### config.mk
export PLATFORM = sky130hd
export DESIGN_NAME = segi_div
export DESIGN_NICKNAME = d
export VERILOG_FILES = /design/src/rtl/segi_pkg.sv /design/src/rtl/segi_div.sv
export SDC_FILE = /design/constraint.sdc
export NUM_CORES = 2
export LEC_CHECK = 0
export ABC_CLOCK_PERIOD_IN_PS = 5600
export BUFFER_PORTS_ARGS = -buffer_cell sky130_fd_sc_hd__buf_2
export CAP_MARGIN = 20
export CORE_ASPECT_RATIO = 1.25
export CORE_MARGIN = 2
export CORE_UTILIZATION = 58
export DETAILED_ROUTE_END_ITERATION = 10
export PLACE_DENSITY = 0.74
export SYNTH_ARGS = -nofsm -noshare
export SYNTH_HDL_FRONTEND = slang
export SYNTH_SLANG_ARGS = --single-unit
### constraint.sdc
create_clock -name clk -period 5.6 [get_ports clk]
set_input_delay 0.28 -clock clk [delete_from_list [all_inputs] [get_ports clk]]
set_output_delay 0.28 -clock clk [all_outputs]
set_load 0.02 [all_outputs]
### src/rtl/segi_pkg.sv
// segi_pkg: widths, pipeline depths and the stage-to-stage types of the segment intersection block
// no dependencies; every other file of the block imports it
package segi_pkg;

    localparam int COORD_W      = 16;
    localparam int WORD_W       = 64;
    localparam int DIFF_W       = COORD_W + 1;
    localparam int PROD_W       = 2 * COORD_W + 2;
    localparam int DEN_EXACT_W  = 2 * COORD_W + 3;
    localparam int NUM_EXACT_W  = 3 * COORD_W + 5;
    // intermediates wrap modulo 2^64 once they outgrow the 64-bit word
    localparam int DEN_W        = (DEN_EXACT_W < WORD_W) ? DEN_EXACT_W : WORD_W;
    localparam int NUM_W        = (NUM_EXACT_W < WORD_W) ? NUM_EXACT_W : WORD_W;
    // without wrap the point lies on segment a, so the quotient fits COORD_W magnitude bits
    localparam int QUO_W        = (NUM_EXACT_W <= WORD_W) ? COORD_W : WORD_W;

    localparam int FRONT_STAGES = 6;
    localparam int DIV_STAGES   = QUO_W;
    localparam int PIPE_STAGES  = FRONT_STAGES + DIV_STAGES;
    localparam int SKID_DEPTH   = 2;
    localparam int SKID_CNT_W   = $clog2(SKID_DEPTH + 1);

    typedef logic signed [COORD_W-1:0] coord_t;

    // front end to divider: magnitudes and sign of each quotient
    typedef struct packed {
        logic             hit;
        logic             neg_x;
        logic             neg_y;
        logic [NUM_W-1:0] mag_x;
        logic [NUM_W-1:0] mag_y;
        logic [DEN_W-1:0] mag_d;
    } segi_div_req_t;

    // divider to output stage
    typedef struct packed {
        logic             hit;
        logic             neg_x;
        logic             neg_y;
        logic [QUO_W-1:0] quo_x;
        logic [QUO_W-1:0] quo_y;
    } segi_div_rsp_t;

endpackage

### src/rtl/segi_div.sv
// segi_div: pipelined restoring divider, one quotient bit per stage, x and y side by side
// depends on segi_pkg
module segi_div import segi_pkg::*; (
    input  logic          clk,
    input  logic          en,
    input  segi_div_req_t req,
    output segi_div_rsp_t rsp
);

    // one restoring step: shift in the next dividend bit, subtract when it fits
    function automatic logic [DEN_W+QUO_W-1:0] div_step(input logic [DEN_W-1:0] rem,
                                                        input logic [QUO_W-1:0] sh,
                                                        input logic [DEN_W-1:0] d);
        logic [DEN_W:0]   trial;
        logic [DEN_W:0]   diff;
        logic [DEN_W-1:0] rem_out;
        logic             qbit;
        trial = {rem, sh[QUO_W-1]};
        diff  = trial - {1'b0, d};
        qbit  = (trial >= {1'b0, d});
        rem_out = qbit ? diff[DEN_W-1:0] : trial[DEN_W-1:0];
        return {rem_out, sh[QUO_W-2:0], qbit};
    endfunction

    logic [DEN_W-1:0] rem_x_reg [DIV_STAGES];
    logic [DEN_W-1:0] rem_y_reg [DIV_STAGES];
    logic [QUO_W-1:0] sh_x_reg  [DIV_STAGES];
    logic [QUO_W-1:0] sh_y_reg  [DIV_STAGES];
    logic [DEN_W-1:0] d_reg     [DIV_STAGES];
    logic             hit_reg   [DIV_STAGES];
    logic             neg_x_reg [DIV_STAGES];
    logic             neg_y_reg [DIV_STAGES];

    for (genvar k = 0; k < DIV_STAGES; k++)
    begin : g_stage
        logic [DEN_W-1:0] rem_x_in, rem_y_in, d_in;
        logic [QUO_W-1:0] sh_x_in, sh_y_in;
        logic             hit_in, neg_x_in, neg_y_in;
        logic [DEN_W+QUO_W-1:0] step_x_next, step_y_next;

        if (k == 0)
        begin : g_first
            // the dividend bits above the quotient width seed the remainder
            assign rem_x_in = DEN_W'(req.mag_x >> QUO_W);
            assign rem_y_in = DEN_W'(req.mag_y >> QUO_W);
            assign sh_x_in  = req.mag_x[QUO_W-1:0];
            assign sh_y_in  = req.mag_y[QUO_W-1:0];
            assign d_in     = req.mag_d;
            assign hit_in   = req.hit;
            assign neg_x_in = req.neg_x;
            assign neg_y_in = req.neg_y;
        end
        else
        begin : g_next
            assign rem_x_in = rem_x_reg[k-1];
            assign rem_y_in = rem_y_reg[k-1];
            assign sh_x_in  = sh_x_reg[k-1];
            assign sh_y_in  = sh_y_reg[k-1];
            assign d_in     = d_reg[k-1];
            assign hit_in   = hit_reg[k-1];
            assign neg_x_in = neg_x_reg[k-1];
            assign neg_y_in = neg_y_reg[k-1];
        end

        assign step_x_next = div_step(rem_x_in, sh_x_in, d_in);
        assign step_y_next = div_step(rem_y_in, sh_y_in, d_in);

        always_ff @(posedge clk)
        begin
            if (en)
            begin
                {rem_x_reg[k], sh_x_reg[k]} <= step_x_next;
                {rem_y_reg[k], sh_y_reg[k]} <= step_y_next;
                d_reg[k]     <= d_in;
                hit_reg[k]   <= hit_in;
                neg_x_reg[k] <= neg_x_in;
                neg_y_reg[k] <= neg_y_in;
            end
        end
    end

    assign rsp.hit   = hit_reg[DIV_STAGES-1];
    assign rsp.neg_x = neg_x_reg[DIV_STAGES-1];
    assign rsp.neg_y = neg_y_reg[DIV_STAGES-1];
    assign rsp.quo_x = sh_x_reg[DIV_STAGES-1];
    assign rsp.quo_y = sh_y_reg[DIV_STAGES-1];

endmodule

# --- Word level (Yosys, flattened, before mapping) ---
# Memories as Yosys holds them, arrays and structs flattened.
# Index checks and enable logic that the tools add are counted.
totals:
  in_bits: 146
  ff_bits: 1562
  wordCells: 160
  ramBits: 608
  n_memories: 4
  out_inout_bits: 35
memory_table:
  columns: ["memory", "depth", "width", "read_ports", "rd_clocked_by_memory_dff", "wr", "line", "source"]
  rows:
  - ["d_reg", 16, 35, 15, 0, 16, "segi_div.sv:29", "logic [DEN_W-1:0] d_reg [DIV_STAGES];"]
  - ["hit_reg", 16, 1, 16, 0, 16, "segi_div.sv:30", "logic hit_reg [DIV_STAGES];"]
  - ["neg_x_reg", 16, 1, 16, 0, 16, "segi_div.sv:31", "logic neg_x_reg [DIV_STAGES];"]
  - ["neg_y_reg", 16, 1, 16, 0, 16, "segi_div.sv:32", "logic neg_y_reg [DIV_STAGES];"]
classes:
  n_mux: 32
  magnitude_cmp: 32
  addsub: 30
ops:
  columns: ["op", "count"]
  rows:
  - ["36-bit by 35-bit greater-or-equal comparator with 1-bit output", 32]
  - ["35-bit 2-to-1 mux", 30]
  - ["35-bit subtractor", 30]
  - ["1-bit 2-to-1 mux", 2]

# --- Logic depth before layout (Yosys ltp) ---
logic_depth:
  word_depth: 2
  ltp_mapped: 17
  depth_no_buf: 15

# --- Worst setup path after synthesis ---
# OpenSTA, ideal clock, no wires.
synth_timing:
  path_type: "register -> register"
  start: "register rem_y_reg, in the netlist g_stage[4].rem_y_in[1]"
  end: "register rem_y_reg, in the netlist g_stage[5].rem_y_in[10], data pin"
  required_time_ns: 5.340
  path_buffers: 2
  slack_ns: 2.033
  arrival_ns: 3.307
  setup_ns: 0.260
  stages_incl_launch_ff: 15
  synth_period_minus_slack_ns: 3.567
  cell_sequence: "edfxtp_1 -> ha_1 -> nor2b_1 -> o21a_1 -> o21ai_2 -> a21oi_1 -> o41a_1 -> o21ai_1 -> and3_1 -> buf_4 -> a21o_4 -> a31oi_4 -> a2111oi_4 -> buf_6 -> mux2_4"
synth_between:
  elab_chain_cells: 2
  elab_cells_between_ends: 3
  cone_classes: "add/sub (1); order compare (1); mux (1)"
synth_lines:
  columns: ["element", "line", "source"]
  rows:
  - ["start, declared", "segi_div.sv:26", "logic [DEN_W-1:0] rem_y_reg [DIV_STAGES];"]
  - ["start signal, assigned by index", "segi_div.sv:73", "{rem_y_reg[k], sh_y_reg[k]} <= step_y_next;"]
  - ["35-bit subtractor / 36-bit by 35-bit greater-or-equal comparator with 1-bit output (equally long branches)", "segi_div.sv:19, segi_div.sv:20", null]
  - ["35-bit 2-to-1 mux *", "segi_div.sv:21", "rem_out = qbit ? diff[DEN_W-1:0] : trial[DEN_W-1:0];"]
  - ["via g_stage[4].step_y_next[26]", "segi_div.sv:39", "logic [DEN_W+QUO_W-1:0] step_x_next, step_y_next;"]
# Mark *: on every way through the listed nets, which the timed path passes. The rest lies on a longest branch.
# A chain may end at the register's enable or synchronous reset.

==> flow_summary_export.csv <==
group,metric,value,unit
global_route,antenna_found_initial,19,
cts,clkLatencyLatePin,920,ps
logic_synthesis,yosys_warnings,0,
setup_path,cp_max_fo,29,
power,p_total,90.76,mW
floorplan,fp.dieH,539.1,um
cts,cts_root_buffer,"clkbuf_16",
setup_path,critPathLaunch,"d_reg[1][35]$_DFFE_PP_",
sta,setup_tns,0,ps
route,route.detailed.drc,0,
power,p_sw,37.40,mW
placed_design,portBuffers,176,
cts,postCtsResizedCells,0,
cts,cts_tree,"done",
final_layout,drive_above_1_share,0.09889,
setup_path,r2r_start,"d_reg[1][35]$_DFFE_PP_",
final_layout,fin_area,146900,um^2
placed_design,hpwl,328900,um
floorplan,floorplan.initialDensity,0.5831,
sta,fmax,0.1935,GHz
logic_synthesis,synth_area_per_cell,10.80,um^2
final_layout,final_cells,15880,
route,vias_per_cell,6.231,
placed_design,dp_cells,15310,
final_layout,final_nets,13990,
global_route,grt_pass1_vias,103700,
sta,worst_pin_slew,1278,ps
sta,slew_headroom,0.1399,
placed_design,pre_cts_ws,598.1,ps
route,drt_wl_total,416100,um
power,pwr-share-clk,0.168,
setup_path,critical_path_required,6220,ps
power,p_int,53.36,mW
logic_synthesis,synth_area,132800,um^2
power,peakVddDrop,0.0003906,V
setup_path,crit_type,"flop to flop",
sta,hold_viol,0,
global_route,grt_usage,0.3486,
route,dr.pass1.iters,6,
floorplan,core,227800,um^2
power,seqPwrFrac,0.305,
cts,clock-sinks,2135,
sta,finalWorstSetupSlack,433.1,ps
logic_synthesis,syn-num-nets,13600,
power,powerDensity,617.7,nW/um^2
setup_path,cp_cell_sequence,"ha_1 > fa_1 > nor2b_1 > o21ai_0 > a21oi_1 > a211oi_1 > buf_4 > o221ai_1 > a21oi_1 > buf_4 > a2111oi_0 > nor3_1 > o21ai_4 > buf_12 > mux2_2",
floorplan,die_w,432.1,um
global_route,grt_first_pass_wirelength,607900,um
route,drtIter0Drc,7044,
sta,min_period_over_period,0.9227,
logic_synthesis,ys_ff_latch,2135,
outcome,status,"finished, final reports clean",
sta,finalCriticalPeriod,5167,ps
setup_path,crit_end,"g_stage[11].rem_x_in[18]$_DFFE_PP_",
sta,rsz0062_at_grt,"no",
logic_synthesis,ys_seq_area_frac,0.4826,
cts,cts_buffer_depth,4,
min_path,hold_class,"input port to flop",
floorplan,row_count,196,
logic_synthesis,syn_inst,12300,
logic_synthesis,synthArstFlopShare,0,
route,wire_per_inst,26.21,um
logic_synthesis,synth_edf_count,2135,
cts,cts_made_buffers,218,
cts,htreeDepth,4,
logic_synthesis,yosys.cell_types.count,101,
placed_design,gp_congestion,1.098,
placed_design,place_area,138100,um^2
setup_path,arrival,5790,ps
route,vias,98920,
setup_path,cp-end-kind,"flop",
global_route,grt.overflow.total,0,
setup_path,cp_slowest_stage_delay,770,ps
setup_path,rrSetupSlack,430,ps
sta,skew,73.42,ps
sta,maxSlewViolCount,0,
cts,path_clk_slew,70,ps
power,p_leak,60.14,nW
logic_synthesis,ys.flop_type,"edfxtp_1",
min_path,min-delay-start,"req[39]",
floorplan,die_area,232900,um^2
setup_path,timing.rr.end,"g_stage[11].rem_x_in[18]$_DFFE_PP_",
setup_path,worst-r2r-cell-count,15,
final_layout,syn2layout_area_growth,10.61,%
power,switching_share,0.4120,
route,antenna_left,0,
run,maxCapViolCount,0,
setup_path,critPathLaunchType,"flop",
global_route,grt_max_degree,166,
setup_path,cp_slowest_cell,"a2111oi_0",
power,p_comb_frac,0.527,
sta,setup_viol_count_final,0,
floorplan,io_pins,181,
==> cells in the mapped netlist (all sizes together), types with 222 or more instances <==
master / count / area share
nand2: 932 / 0.026
edfxtp: 2135 / 0.48
inv: 895 / 0.025
nor2: 687 / 0.019
a21o: 600 / 0.034
ha: 1120 / 0.11
xnor2: 559 / 0.037
o21ai: 902 / 0.034
a21oi: 1086 / 0.041
mux2: 447 / 0.039
clkbuf: 222 / 0.0063
xor2: 340 / 0.022
==> layer usage <==
metal / up-vias / global-route usage / part of all wire
met5: - / 0 / 0
met4: 0 / 0.3683 / 0.13
met3: 1620 / 0.03661 / 0.035
met2: 3645 / 0.7045 / 0.56
met1: 47220 / 0.2638 / 0.27
li1: 46440 / - / -
==> power groups by stage <==
stage	Combinational, mW	Clock (mW)	Sequential (mW)
5_1_grt	51.4	15.9	28.1
3_5_place_dp	46.3	0	27.9
3_3_place_gp	45.1	0	27.7
4_1_cts	47.0	15.3	27.6
6_report	47.8	15.2	27.7
2_1_floorplan	33.4	0	26.6
==> kinds of logic after synthesis <==
family / after synthesis / share of synthesized area
buf+inv: 1221 / 0.03623
flops: 2135 / 0.4826
compound gates: 3630 / 0.1712
fa+ha+maj: 1150 / 0.1100
xor+xnor: 899 / 0.05927
mux: 487 / 0.04221
simple gates: 2779 / 0.09844
==> placed cells by master, fill, tap and decap left out, types with 27 or more instances in the layout <==
cell           synthesis  routed
edfxtp_1            2135    2135
bufinv_16              0      36
a31oi_1              125     123
fa_1                  30      30
clkinv_2               0      34
inv_1                892     892
and2_1                56      56
mux2_2               392     392
diode_2                0      33
o31ai_1               85      84
a21o_1               599     598
nand3_1              198     198
buf_2                 59     175
clkbuf_16              0     219
or2_2                 42      42
or3_1                 43      43
o21a_1               143     142
nand2_1              932     932
xnor2_1              559     559
o21bai_1             155     155
ha_1                1120    1120
dlygate4sd3_1          0     140
nand4_1              200     200
clkinv_1               0      34
nor2_1               687     686
o21ai_0              879     876
nand2b_1             138     138
a21boi_0              63      62
nor2b_1              149     149
and3_1                88      88
buf_12                 0      37
a211oi_1              89      88
nor3_1               132     129
mux2_4                46      46
xor2_1               340     340
mux2i_1               40      40
a211o_1               28      27
buf_4                  9     149
a21oi_1             1085    1083
o211ai_1              67      67
==> worst max-delay path, delay by kind of cell (launching register included) <==
family,cells,cell delay (ps)
fa+ha+maj,2,720
mux,1,370
simple gates,2,370
flops,1,440
buf+inv,3,600
compound gates,7,2330
==> layout make-up <==
cell class	instances	area, um^2
Tap cell	2970	3716
Sequential cell	2135	64110
Timing Repair Buffer	502	4148
Inverter	895	3359
Clock buffer	244	5574
Fill cell	16990	80890
Multi-Input combinational cell	8945	64160
Antenna cell	33	82.58
Clock inverter	152	1782
==> how the worst min path moves through the flow <==
| stage | end | slack, ps | depth (start not counted) |
|---|---|---|---|
| final | g_stage[1].sh_y_in[5]$_DFFE_PP_ | 90 | 2 |
| after global routing | g_stage[1].sh_y_in[5]$_DFFE_PP_ | 80 | 2 |
| after CTS | g_stage[1].sh_y_in[5]$_DFFE_PP_ | 30 | 2 |
| after detailed placement | g_stage[10].sh_x_in[11]$_DFFE_PP_ | 400 | 0 |
| after global placement | g_stage[9].sh_x_in[11]$_DFFE_PP_ | 400 | 0 |
| after floorplan | d_reg[0][0]$_DFFE_PP_ | 380 | 0 |
==> per-stage QoR <==
step           hold WS (ps)    util
2_1_floorplan         378.9       -
3_3_place_gp          400.2  0.6061
3_5_place_dp          404.5  0.6061
4_1_cts               29.63  0.6445
5_1_grt               76.90  0.6449
6_report              92.14  0.6449
==> repair_timing <==
item / in CTS / in global routing
hold endpoints to repair: 201 / 0
buffers inserted: 0 / 0
hold buffers: 140 / 0
(Power assumes the default switching activity.)
